### config.mk
export PLATFORM = sky130hd
export DESIGN_NAME = rob_div
export DESIGN_NICKNAME = d
export VERILOG_FILES = /design/src/rob_div.sv
export SDC_FILE = /design/constraint.sdc
export NUM_CORES = 1
export LEC_CHECK = 0
export BUFFER_PORTS_ARGS = -buffer_cell sky130_fd_sc_hd__buf_2
export CAP_MARGIN = 40
export CORE_MARGIN = 10
export CORE_UTILIZATION = 50
export DETAILED_ROUTE_END_ITERATION = 6
export PLACE_DENSITY = 0.75
export SLEW_MARGIN = 20
export SYNTH_ARGS = -nofsm -noshare
export SYNTH_HDL_FRONTEND = slang
export SYNTH_SLANG_ARGS = --single-unit
### constraint.sdc
create_clock -name clk -period 5.1 [get_ports clk]
set_clock_uncertainty 0.1 [all_clocks]
set_input_delay 0.255 -clock clk [delete_from_list [all_inputs] [get_ports clk]]
set_output_delay 0.255 -clock clk [all_outputs]
set_load 0.03 [all_outputs]
### src/rob_div.sv
// Bit-serial signed divider, quotient truncated toward zero.
`default_nettype none
module rob_div (
  input  wire logic               clk,
  input  wire logic               rst_n,
  input  wire logic               start,
  input  wire logic signed [63:0] dividend,
  input  wire logic signed [33:0] divisor,
  output logic                    done,
  output logic signed [63:0]      quotient
);

  logic [63:0] quo_r;
  logic [33:0] rem_r;
  logic [33:0] dvs_r;
  logic [6:0]  cnt_r;
  logic        busy_r;
  logic        done_r;
  logic        neg_r;
  logic [34:0] trial;

  assign trial    = {rem_r, quo_r[63]};
  assign done     = done_r;
  assign quotient = neg_r ? -signed'(quo_r) : signed'(quo_r);

  always_ff @(posedge clk) begin
    if (!rst_n) begin
      busy_r <= 1'b0;
      done_r <= 1'b0;
      cnt_r  <= '0;
    end else begin
      done_r <= 1'b0;
      if (start) begin
        quo_r  <= dividend[63] ? 64'(-dividend) : 64'(dividend);
        dvs_r  <= divisor[33] ? 34'(-divisor) : 34'(divisor);
        neg_r  <= dividend[63] ^ divisor[33];
        rem_r  <= '0;
        cnt_r  <= 7'd64;
        busy_r <= 1'b1;
      end else if (busy_r) begin
        if (trial >= {1'b0, dvs_r}) begin
          rem_r <= 34'(trial - {1'b0, dvs_r});
          quo_r <= {quo_r[62:0], 1'b1};
        end else begin
          rem_r <= trial[33:0];
          quo_r <= {quo_r[62:0], 1'b0};
        end
        cnt_r <= cnt_r - 7'd1;
        if (cnt_r == 7'd1) begin
          busy_r <= 1'b0;
          done_r <= 1'b1;
        end
      end
    end
  end

endmodule
`default_nettype wire

==> metrics <==
slack of the critical path=431 ps; die height=169 um; clock buffer depth=2; most frequent cells after synthesis=edfxtp_1, a21oi_1, xnor2_1; YS warnings=0; min-delay worst type=input pin to flop; fraction of layout cells with a size suffix above 1=0.174; Power Dens Cells=314 nW/um^2; Yosys reg bits=142; count leader, synth=edfxtp_1; DRT iter0 DRCs=966; drt pass-1 iters=5; post-synth top area share=0.359; max layer used=met5; Slew HR=0.422; RSZ-0062 raised after global routing=false; Crit Path Max Fanout=6; placed inst area=12200 um^2; largest net degree at the start of global routing=63; WL met1=13.5 mm; Vias/cell=6.07; worst-margin pin slew=861 ps; syn_nets=1384; CTS tree=done; Die Area=28600 um^2; power consumption=4.02 mW; Critical Path RT=4740 ps; endpoints failing setup=0; crit path launch type=flop; Cells after DPL=1635; fin nets=1516; min Tclk post-route=4670 ps; async set or reset register ratio after synthesis=0; IO Pins=166; I/O Buffers=165; clock sinks=142; Final Wtd Congestion=0.937; DR WL/cell=18.7 um; row cnt=54; Core Util, Final=0.587; initial antenna violation count=6; Syn Area/Cell=8.94 um^2; Routed WL=31.2 mm; number of synthesized flops with an enable pin=133; Netlist cell types=70; Initial Util=0.509; Cells after Synth=1243; max_cap viols=0; VDD IR-drop max=0.254 mV; Worst Setup End Kind=output port; run status=finished clean; first-pass GRT wire length=50.0 mm; Die Width=169 um; cell taking the most area after synthesis=edfxtp_1; Crit path arrival time=4310 ps; Detail Route Antenna Nets=0; metal3 WL=2.09 mm; CTS root buffer=clkbuf_16; CORE AREA=21800 um^2; Post-Route Setup TNS=0 ps; fillers=1876; leakage=4.82 nW; Final Cycle Share=0.915; max-slew violation count=0; ys flop type=edfxtp_1; DR WL met2=14.8 mm; fin cells=1673; Mapped Area=11100 um^2; Hold Vio Cnt, Final=0; share of synthesized area occupied by flip-flops and latches=0.376; Post-CTS Setup Inserts=0; CP Class=flop to output port; Clock Latency Late Sink=430 ps; ranking of synthesized cells by area=edfxtp_1, xnor2_1, xor2_1; Reg clk slew, reported paths=60 ps; hold slack=19.1 ps; post-route cell area=12800 um^2; All-Layer GR Usage=0.211; CTS H-Tree Depth=4; via count=10200; Layout Area Growth over Synthesis=15.2%; global route overflow=0; drt drc=0; vias in the first global route=9731; HPWL Detailed=23.6 mm; Placement Setup Slack=893 ps; Fmax achieved=0.214 GHz; CTS Buf Count=17
repair_timing:
item | 4_1_cts | 5_1_grt
hold buffers | 1 | 0
resized for setup | 0 | 0
hold endpoints to repair | 1 | 0
power by group:
group	switching [mW]	internal [mW]	leakage [nW]
clock	0.517	0.777	0.296
combinational	0.783	0.461	3.19
sequential	0.0779	1.41	1.34
worst paths after layout:
check,startpoint,to,slack (ps),cells past startpoint
worst max register to register,quo_r[63]$_DFFE_PP_,rem_r[32]$_SDFFCE_PP0P_,1220,12
worst min register to register,cnt_r[1]$_SDFFE_PP0P_,cnt_r[1]$_SDFFE_PP0P_,410,2
worst min-delay path,rst_n,cnt_r[6]$_SDFFE_PN0N_,20,2
worst max-delay path,quo_r[10]$_DFFE_PP_,quotient[55],430,9
sequential cells by signal, summed over array words and instances, names as in the netlist:
name / count
neg_r: 1
rem_r: 34
quo_r: 64
done: 1
cnt_r: 7
dvs_r: 34
busy_r: 1
layout make-up:
class                   count  area (um^2)  area share
well taps                 280          350      0.0274
diodes                      5         12.5    0.000977
clock buffers              17          425      0.0332
inverters                  57          214      0.0167
clock inverters            15          184      0.0144
repair buffers            178          966      0.0754
flip-flops and latches    142         4170       0.326
multi-input cells         979         6480       0.506
cell usage in the layout (no fill, tap or decap), types with 7 or more instances in the layout:
master     count
buf_2        164
xnor2_1      110
nor2b_1        7
ha_1          39
nand2b_1      12
a21oi_1      123
o31ai_1       44
a21o_1        13
nor4_1        14
nor3_1        27
xor2_1        71
or3_1         36
nor2_1        93
clkbuf_16     17
o41ai_1       23
dfxtp_1        9
nand3_1       40
buf_4         10
edfxtp_1     133
inv_1         57
and3_1        10
a211oi_1      14
nand2_1       75
o21ai_0       91
or2_2         14
o211ai_1       7
or4_1         28
logic make-up (layout without fill, tap and decap cells):
family	Yosys count	in the layout	share of synthesized area
AOI/OAI and AO/OA	361	361	0.203
xor gates and xnor gates	181	181	0.143
buffers and inverters	122	267	0.0430
other	0	5	0
muxes	9	9	0.00878
DFF	142	142	0.376
and+or+nand+nor	388	388	0.181
adders and majority gates	40	40	0.0457
critical path, stage by stage, from the launching register on:
cell	delay (ps)
edfxtp_1	450
or4_1	600
or4_1	500
nor3_1	510
nand3_1	280
or3_1	470
or3_1	440
o31ai_1	290
xnor2_1	150
buf_2	210
routing by layer:
metal	track usage	vias up
met5	0	-
li1	-	4875
met1	0.274	4823
met3	0.0452	56
met4	0.0675	2
met2	0.343	400
Note: power is estimated with default switching activity, not from simulation.
