File: config.mk
export PLATFORM = sky130hd
export DESIGN_NAME = rob_isqrt
export DESIGN_NICKNAME = d
export VERILOG_FILES = /design/src/rob_isqrt.sv
export SDC_FILE = /design/constraint.sdc
export NUM_CORES = 1
export LEC_CHECK = 0
export BUFFER_PORTS_ARGS = -buffer_cell sky130_fd_sc_hd__buf_4
export CAP_MARGIN = 10
export CORE_UTILIZATION = 50
export DETAILED_ROUTE_END_ITERATION = 6
export PLACE_DENSITY = 0.73
export REMOVE_ABC_BUFFERS = 1
export SLEW_MARGIN = 20
export SYNTH_ARGS = -nofsm -noshare
export SYNTH_HDL_FRONTEND = slang
export SYNTH_SLANG_ARGS = --single-unit
File: constraint.sdc
create_clock -name clk -period 12.85 [get_ports clk]
set_clock_uncertainty 0.2 [all_clocks]
set_input_delay 1.9275 -clock clk [delete_from_list [all_inputs] [get_ports clk]]
set_output_delay 1.9275 -clock clk [all_outputs]
set_load 0.01 [all_outputs]
File: src/rob_isqrt.sv
// Iterative integer square root (floor) of a 64-bit value.
`default_nettype none
module rob_isqrt (
  input  wire logic        clk,
  input  wire logic        rst_n,
  input  wire logic        start,
  input  wire logic [63:0] value,
  output logic             done,
  output logic [31:0]      root
);

  logic [63:0] v_r;
  logic [63:0] res_r;
  logic [63:0] bit_r;
  logic [5:0]  cnt_r;
  logic        busy_r;
  logic        done_r;
  logic [63:0] cand;

  assign cand = res_r + bit_r;
  assign done = done_r;
  assign root = res_r[31:0];

  always_ff @(posedge clk) begin
    if (!rst_n) begin
      busy_r <= 1'b0;
      done_r <= 1'b0;
      cnt_r  <= '0;
    end else begin
      done_r <= 1'b0;
      if (start) begin
        v_r    <= value;
        res_r  <= '0;
        bit_r  <= 64'd1 << 62;
        cnt_r  <= 6'd32;
        busy_r <= 1'b1;
      end else if (busy_r) begin
        if (v_r >= cand) begin
          v_r   <= v_r - cand;
          res_r <= (res_r >> 1) + bit_r;
        end else begin
          res_r <= res_r >> 1;
        end
        bit_r <= bit_r >> 2;
        cnt_r <= cnt_r - 6'd1;
        if (cnt_r == 6'd1) begin
          busy_r <= 1'b0;
          done_r <= 1'b1;
        end
      end
    end
  end

endmodule
`default_nettype wire

==> run summary, run 1 <==
Pin count of the biggest net entering global routing: 90
Worst reg-to-reg setup slack: 5.62 ns
Placeable Area: 0.0299 mm2
RSZ-0062 raised after global routing: no
Synth Flop Type: edfxtp_1
Routed vias: 13800
Reg2Reg Depth: 23
Register area share after synthesis: 0.324
CP startpoint kind: flop
First-pass detailed-route iteration total: 6
Skew-Pair Late Insertion Delay: 0.46 ns
Kind of critical path: flop to flop
TritonCTS clock tree: done
DR WL met3: 2.98 mm
F_max: 0.138 GHz
Die X: 177 um
FF-to-FF Start: res_r[12]
Die Y: 177 um
FP Rows: 63
Run status: completed
Reg2reg end: res_r[17]
Antenna viol nets, final: 0
LEAKAGE: 6.38 nW
Share of layout cells above drive strength 1: 0.0902
Max Cap Viol: 0
DP Wirelength: 31.9 mm
CP max FO: 89
Postcts setup bufs: 0
WP buf/inv: 1
Clock sinks: 168
Pint: 0.00153 W
CP required: 12.83 ns
Avg WL per Cell: 18.8 um
Netlist cell types: 66
Min-Delay Path Class: flop to flop
Total die area: 0.0314 mm2
Layout Area Growth over Synthesis: 9.18%
Cell Area, Synth: 0.0153 mm2
Post-route setup TNS: 0 ns
DRC violations left: 0
Critical path, cell by cell: ha_1, a311oi_1, o31ai_1, a211oi_1, o21ai_1, a31oi_1, o211ai_1, a21oi_1, o21bai_1, a31o_2, xnor2_1, ha_1, a21oi_1, o21ai_0, a31oi_1, a211o_1, a311o_1, o211ai_2, nand2_2, buf_4, nor2_1, xnor2_1, nor2_1
H-tree depth: 4
Relative slew slack: 0.334
Slowest Stage Delay on Critical Path: 0.73 ns
Sequential share of power: 0.295
Number of cells on the critical path: 23
Number of synthesized flops with an enable pin: 160
Final core occ: 0.560
Gate Count Post-Synth: 1815
Root buffer cell: clkbuf_16
Max VDD drop: 0.000106 V
Net Sw Frac: 0.424
Cell Pwr Density: 158 mW/mm2
Drt initial violations: 1388
Met2 routed WL: 18.0 mm
CTS resizes: 0
Input/output buffers: 99
Fin worst setup slack: 5.62 ns
CP max stage cell: buf_4
CTS clk-pin slew, worst paths: 0.08 ns
Hold Fails Final Rpt: 0
Delay-heaviest family, CP: compound AO/OA/AOI/OAI gates
Power, Total: 0.00265 W
Total congestion overflow: 0
Worst slack, placed: 5.71 ns
Synth warnings: 0
FFs w/ async S/R, synth: 0
Initial Util: 0.513
Fin crit share: 0.563
Logic pwr share: 0.499
Switching power: 0.00112 W
Io pins: 100
Layout net count: 2039
CP endpoint kind: flop
Clock network fraction of design power: 0.206
Vias in the first global route: 12400
Longest Clk Path Bufs: 2
Number of CTS-inserted buffers: 17
Worst setup path startpoint: res_r[12]
GPL Wtd Cong: 0.952
Average size of a mapped cell: 8.44 um2
Top routing layer used: met4
DRT met1 WL: 20.5 mm
First-pass GRT wire length: 66.4 mm
#FFs+latches synth: 168
Drt total wl: 42.2 mm
Clock period minus worst slack: 7.23 ns
Total Routing Usage GR: 0.270
Crit path capture: res_r[17]
Routed vias/inst: 6.15
WHS: 0.294 ns
Worst-Margin Slew: 0.999 ns
Hold-fix buffers at CTS: 0
CP arrival: 7.21 ns
Ant. Diodes: 0
Initial antenna violation count: 0
Final setup viols: 0
Final Max Slew Viols: 0
-- area by class of cell --
class / count / area [um2]
Inverter: 43 / 163
Tap cell: 390 / 488
Fill cell: 2727 / 13100
Clock inverter: 9 / 72.6
Timing Repair Buffer: 104 / 785
Sequential cell: 168 / 4960
Clock buffer: 23 / 543
Multi-Input combinational cell: 1505 / 9720
-- metrics by stage --
stage	area, um2	cells
2_1_floorplan	14800	1716
3_3_place_gp	16100	2210
3_5_place_dp	16100	2210
4_1_cts	16700	2242
5_1_grt	16700	2242
6_report	16700	2242
-- worst register-to-register path: stages (launching register included) --
cell and delay [ns]:
edfxtp_1 0.48, ha_1 0.41, a311oi_1 0.28, o31ai_1 0.18, a211oi_1 0.37, o21ai_1 0.24
a31oi_1 0.46, o211ai_1 0.24, a21oi_1 0.34, o21bai_1 0.15, a31o_2 0.27, xnor2_1 0.22
ha_1 0.37, a21oi_1 0.22, o21ai_0 0.17, a31oi_1 0.19, a211o_1 0.15, a311o_1 0.29
o211ai_2 0.35, nand2_2 0.21, buf_4 0.73, nor2_1 0.21, xnor2_1 0.19, nor2_1 0.07
-- state kept, by name, indices dropped and copies added, names as in the netlist --
signal	count
busy_r	1
res_r	64
v_r	64
bit_r	32
cnt_r	6
done	1
-- power by group through the flow --
stage | registers (W) | clock network (W) | logic [W]
after global routing | 0.000790 | 0.000572 | 0.00146
after detailed placement | 0.000789 | 0 | 0.00129
final | 0.000782 | 0.000545 | 0.00132
after CTS | 0.000780 | 0.000551 | 0.00130
after floorplan | 0.000771 | 0 | 0.000963
after global placement | 0.000788 | 0 | 0.00128
-- worst min-delay path by stage --
stage | cells past startpoint | to | slack [ns] | startpoint
floorplan | 2 | cnt_r[0] | 0.26 | cnt_r[0]
detailed placement | 2 | cnt_r[0] | 0.28 | cnt_r[0]
CTS | 2 | cnt_r[0] | 0.29 | cnt_r[0]
global route | 2 | cnt_r[0] | 0.32 | cnt_r[0]
finish | 2 | cnt_r[0] | 0.29 | cnt_r[0]
global placement | 2 | cnt_r[0] | 0.28 | cnt_r[0]
-- Yosys cell counts, drive strengths merged (6+ instances only) --
library cell,number,area share
or3,21,0.0086
nor2b,55,0.022
nand4,37,0.015
ha,132,0.11
o21ai,170,0.056
mux2i,13,0.0085
edfxtp,160,0.31
clkbuf,61,0.015
inv,42,0.010
xnor2,95,0.054
a21o,29,0.014
nor4,12,0.0053
xor2,79,0.045
o21bai,38,0.019
a31oi,65,0.027
a31o,14,0.0080
o21a,13,0.0064
a21oi,149,0.049
a211oi,15,0.0073
nand2b,8,0.0033
and2,17,0.0069
nor3,37,0.012
o31ai,11,0.0054
dfxtp,8,0.010
nor2,155,0.038
nand2,209,0.051
buf,38,0.018
and3,16,0.0065
o211ai,7,0.0038
a21boi,6,0.0029
nand3,37,0.012
-- cells by family after synthesis --
logic type / share of synthesized area
and+or+nand+nor: 0.190
muxes: 0.0114
AOI/OAI and AO/OA: 0.222
buffers and inverters: 0.0439
xor gates and xnor gates: 0.0994
adders and majority gates: 0.109
DFF: 0.324
-- layout by cell type (no fill, tap or decap), types with 17 or more instances in the layout --
master     netlist  routed
nand2_1        208     208
o21ai_0        164     164
edfxtp_1       160     160
nor2_1         155     155
a21oi_1        149     148
ha_1           132     132
buf_4           32     103
xnor2_1         95      95
xor2_1          79      79
a31oi_1         65      65
nor2b_1         55      55
inv_1           42      41
o21bai_1        38      38
nand4_1         37      37
nor3_1          37      37
nand3_1         37      37
a21o_1          29      29
or3_1           21      21
clkbuf_16        0      21
and2_1          17      17
-- routing by layer --
metal  vias up  track usage
li1       6730            -
met1      6459        0.414
met2       536        0.393
met3        56       0.0359
met4         0       0.0679
met5         -            0
Note: power is estimated with default switching activity, not from simulation.
==> run 2: changes to the inputs <==
Settings changed: PLACE_DENSITY 0.73 to 0.75.
Clock period 12.85 ns to 6.16 ns, I/O delays scaled along.
==> run 2 against run 1 <==
Against the previous run:
- final cell count rose by 1.6%
- sequential share of layout area decreased by 0.62 points
- register-to-register slack worse by 5.4 ns
- clock power increased by 91%
- die area stayed put
- flip-flop and latch count unchanged
- first-iteration DRC count increased by 13%
- hold slack improved by 0.013 ns
- highest routed layer unchanged
==> run summary, run 2 (synthesis gave the netlist of run 1 again) <==
H-tree depth: 4
GPL Wtd Cong: 0.941
LEAKAGE: 6.52 nW
Total die area: 0.0314 mm2
Worst-Margin Slew: 1.01 ns
Layout Area Growth over Synthesis: 11.5%
Die X: 177 um
Kind of critical path: flop to flop
Initial Util: 0.513
Fin worst setup slack: 0.259 ns
CP required: 6.16 ns
DRC violations left: 0
Fin crit share: 0.958
Clock period minus worst slack: 5.90 ns
Routed vias/inst: 6.16
CP endpoint kind: flop
Relative slew slack: 0.320
First-pass GRT wire length: 67.5 mm
Die Y: 177 um
Cell Pwr Density: 327 mW/mm2
Input/output buffers: 99
F_max: 0.169 GHz
Slowest Stage Delay on Critical Path: 0.49 ns
Cell area after layout: 0.0171 mm2
Max VDD drop: 0.000197 V
CP max stage cell: or4_1
Placeable Area: 0.0299 mm2
CTS clk-pin slew, worst paths: 0.07 ns
Total congestion overflow: 0
Skew-Pair Late Insertion Delay: 0.45 ns
CP arrival: 5.90 ns
Initial antenna violation count: 0
Commonest non-fill, non-tap cell in the layout: nand2_1
Delay-heaviest family, CP: compound AO/OA/AOI/OAI gates
Antenna viol nets, final: 0
Layout net count: 2074
Share of layout cells above drive strength 1: 0.119
Longest Clk Path Bufs: 2
Fill cell count: 2677
Total Routing Usage GR: 0.274
Worst slack, placed: -0.0123 ns
Root buffer cell: clkbuf_16
Ant. Diodes: 0
Max Cap Viol: 0
DP Wirelength: 32.8 mm
Vias in the first global route: 12800
Placed Area: 0.0163 mm2
Crit-path most repeated cell: ha_1
Top Registers: res_r: 64 flops, v_r: 64 flops, bit_r: 32 flops
Pin count of the biggest net entering global routing: 95
Final setup viols: 0
Drt total wl: 43.4 mm
Clock sinks: 168
CP startpoint kind: flop
First-pass detailed-route iteration total: 6
CP max FO: 44
TritonCTS clock tree: done
Hold-fix buffers at CTS: 0
FP Rows: 63
Avg WL per Cell: 19.1 um
WP buf/inv: 2
Run status: completed
Min-Delay Path Class: flop to flop
Final Max Slew Viols: 0
Number of CTS-inserted buffers: 17
Hold Fails Final Rpt: 0
Routed vias: 14000
Drt initial violations: 1572
Most frequent cells in the layout: nand2_1 (208), edfxtp_1 (160), o21ai_0 (159)
Critical path, cell by cell: ha_1, ha_1, a21o_1, a31oi_2, o21a_1, o21bai_1, a31oi_1, nor2_1, o21ai_0, xor2_1, ha_1, nand4_1, or3_1, or4_1, o311ai_1, a211oi_2, o211ai_2, nand2_2, buf_4, clkbuf_16, mux2i_1, nor2_1
Io pins: 100
run 2: stage by stage:
step	utilization	setup TNS, ns	std cells	total power, W	hold WS [ns]
finish	0.572	0	2277	0.00559	0.307
global route	0.572	-0.0472	2277	0.00594	0.344
global placement	0.547	0	2238	0.00436	0.274
CTS	0.565	0	2270	0.00546	0.310
detailed placement	0.547	-0.0224	2238	0.00440	0.299
floorplan	-	-285.36	1716	0.00362	0.261
run 2: worst paths after layout:
check	start	endpoint	slack (ns)	cells after the start
setup / recovery	bit_r[0]	res_r[0]	0.26	22
hold / removal	cnt_r[0]	cnt_r[0]	0.31	2
setup reg to reg	bit_r[0]	res_r[0]	0.26	22
hold reg to reg	cnt_r[0]	cnt_r[0]	0.31	2
run 2: report_power, final:
group	internal, W	total, W	leakage [nW]	switching [W]
Combinational	0.00117	0.00295	4.65	0.00178
Clock	0.000526	0.00104	0.258	0.000518
Sequential	0.00147	0.00160	1.61	0.000127
run 2: per-layer routing:
metal	share of wire	vias up	track usage
met5	0	-	0
met4	0.020	0	0.0808
met3	0.085	65	0.0440
met2	0.42	636	0.394
met1	0.47	6544	0.414
li1	-	6778	-
run 2: cell type report:
type | instances | area (um2) | area share
tap | 390 | 488 | 0.0286
clock inverter | 14 | 113 | 0.00659
sequential | 168 | 4960 | 0.290
timing repair buffer | 139 | 1100 | 0.0642
clock buffer | 18 | 429 | 0.0251
multi-input combinational | 1505 | 9840 | 0.576
inverter | 43 | 163 | 0.00952
run 2: tightest hold or removal path: cells and delay by family (launching register included):
kind | cells | cell delay, ns
and+or+nand+nor | 1 | 0.07
DFF | 1 | 0.33
AOI/OAI and AO/OA | 1 | 0.06
run 2: timing repair:
action                                  in CTS  in global routing
endpoints found under the setup margin      16                129
setup buffers                                0                  6
gates resized for setup                      3                 28
endpoints found under the hold margin        0                  0
cloned                                       0                  1
pin swaps                                    0                  6
==> run 3: changes to the inputs <==
==> constraint.sdc (replaced) <==
create_clock -name clk -period 6.16 [get_ports clk]
set_clock_uncertainty 0.2 [all_clocks]
set_input_delay 1.232 -clock clk [delete_from_list [all_inputs] [get_ports clk]]
set_output_delay 1.232 -clock clk [all_outputs]
set_load 0.01 [all_outputs]
==> run 3 against run 2 <==
Against the previous run:
- the flow now finishes with violations (design-rule violations)
- register-to-register slack worse by 0.13 ns
- clock power is 9% higher
- first-iteration DRC count is 17% higher
- flip-flop and latch count stayed put
- core utilization is 0.57 points higher
- largest cell class unchanged
- critical path depth stayed put
- maximum frequency is 2.1% lower
- wire length is 1.6% higher
- via count is 1.6% higher
- hold slack better by 0.0071 ns
- clock-buffer cell count is 1 lower
- critical path type unchanged
==> run summary, run 3 (synthesis gave the netlist of run 1 again) <==
Longest Clk Path Bufs: 2
CP required: 6.12 ns
Final Max Slew Viols: 0
GR Layer Usage met2: 0.410
LEAKAGE: 6.59 nW
FF-to-FF Start: res_r[0]
Clock sinks: 168
Io pins: 100
Max Cap Viol: 0
Antenna viol nets, final: 0
Most frequent cells in the layout: nand2_1 (208), edfxtp_1 (160), o21ai_0 (159)
Worst setup path startpoint: res_r[0]
Fin crit share: 0.979
Hold Fails Final Rpt: 0
Initial antenna violation count: 0
Input/output buffers: 99
Final setup viols: 0
Drt total wl: 44.1 mm
Drt initial violations: 1833
Total die area: 0.0314 mm2
GPL Wtd Cong: 0.960
CP max FO: 22
Failing checks: design-rule violations
DRC violations left: 1
Placeable Area: 0.0299 mm2
Share of layout cells above drive strength 1: 0.126
Number of CTS-inserted buffers: 17
Top Registers: res_r: 64 flops, v_r: 64 flops, bit_r: 32 flops
Total Routing Usage GR: 0.274
Hold path startpoint: cnt_r[1]
Met1 GRT Util: 0.402
WHS: 0.314 ns
Commonest non-fill, non-tap cell in the layout: nand2_1
CTS clk-pin slew, worst paths: 0.07 ns
Fill cell count: 2650
Non-filler instance count after layout: 2281
Layout net count: 2079
FP Rows: 63
CP endpoint kind: flop
Routed vias: 14200
First-pass GRT wire length: 67.5 mm
Initial Util: 0.513
Worst-Margin Slew: 1.06 ns
Routed vias/inst: 6.25
Skew-Pair Late Insertion Delay: 0.45 ns
Cell Pwr Density: 334 mW/mm2
Relative slew slack: 0.293
Pin count of the biggest net entering global routing: 97
Clock period minus worst slack: 6.03 ns
F_max: 0.166 GHz
Reg2Reg Depth: 22
First-pass detailed-route iteration total: 7
TritonCTS clock tree: done
Min-Delay Path Class: flop to flop
Total congestion overflow: 0
Root buffer cell: clkbuf_16
DP Wirelength: 32.2 mm
Hold-fix buffers at CTS: 0
Die Y: 177 um
Vias in the first global route: 13000
Hold Path Stages: 2
Max VDD drop: 0.000250 V
H-tree depth: 4
Kind of critical path: flop to flop
Ant. Diodes: 0
Placed cell count: 2238
Grt met3 use: 0.0455
CP arrival: 5.99 ns
Die X: 177 um
Layout Area Growth over Synthesis: 12.6%
Most Crowded Layer GR: met2
Avg WL per Cell: 19.3 um
CP startpoint kind: flop
Run status: complete, but fails checks
==> run 3: layer usage <==
metal	wire (um)	part of all wire	vias to the layer above
met5	0	0	-
met2	18900	0.43	692
met4	1020	0.023	0
met1	20100	0.46	6674
met3	3990	0.091	91
li1	-	-	6792
==> run 3: metrics by stage <==
stage	util	setup slack [ns]	TNS [ns]	area, um2	total power (W)
floorplan	-	-3.87	-285.36	14800	0.00362
finish	0.578	0.130	0	17300	0.00576
detailed placement	0.547	-0.164	-5.54	16300	0.00440
CTS	0.567	0.00732	0	16900	0.00553
global route	0.578	-0.0345	-0.490	17300	0.00609
global placement	0.547	0.000521	0	16300	0.00434
==> run 3: final cells by class <==
type | count | area (um2) | share of cell area
tap | 390 | 488 | 0.0283
clock buffer | 17 | 425 | 0.0246
clock inverter | 14 | 163 | 0.00942
timing repair buffer | 144 | 1160 | 0.0670
inverter | 43 | 163 | 0.00942
multi-input combinational | 1505 | 9900 | 0.574
sequential | 168 | 4960 | 0.288
==> run 3: where the power goes <==
part / internal (W) / total, W / switching, W
logic: 0.00120 / 0.00303 / 0.00183
clock network: 0.000606 / 0.00113 / 0.000519
registers: 0.00147 / 0.00160 / 0.000129
==> run 3: critical path: stages (launching register included) <==
cell,delay [ns]
edfxtp_1,0.40
ha_1,0.24
ha_1,0.21
a21o_1,0.22
a31oi_2,0.27
o21a_1,0.25
o21bai_1,0.11
a31oi_1,0.23
nor2_1,0.06
o21ai_0,0.24
xor2_1,0.16
ha_1,0.44
nand4_1,0.21
or3_1,0.41
or4_1,0.48
o311ai_1,0.34
a211oi_2,0.14
o211ai_2,0.27
nand2_4,0.16
buf_4,0.19
buf_6,0.19
o21ai_0,0.21
a21oi_1,0.10
==> run 3: what timing repair did <==
action | CTS | global route
resized for setup | 4 | 39
setup buffers | 0 | 9
setup endpoints to repair | 98 | 134
hold endpoints to repair | 0 | 0
cloned | 0 | 3
pin swaps | 0 | 11
==> run 3: final timing paths <==
kind | end | slack [ns]
max | res_r[39] | 0.13
min | cnt_r[1] | 0.31
max reg2reg | res_r[39] | 0.13
min reg2reg | cnt_r[1] | 0.31
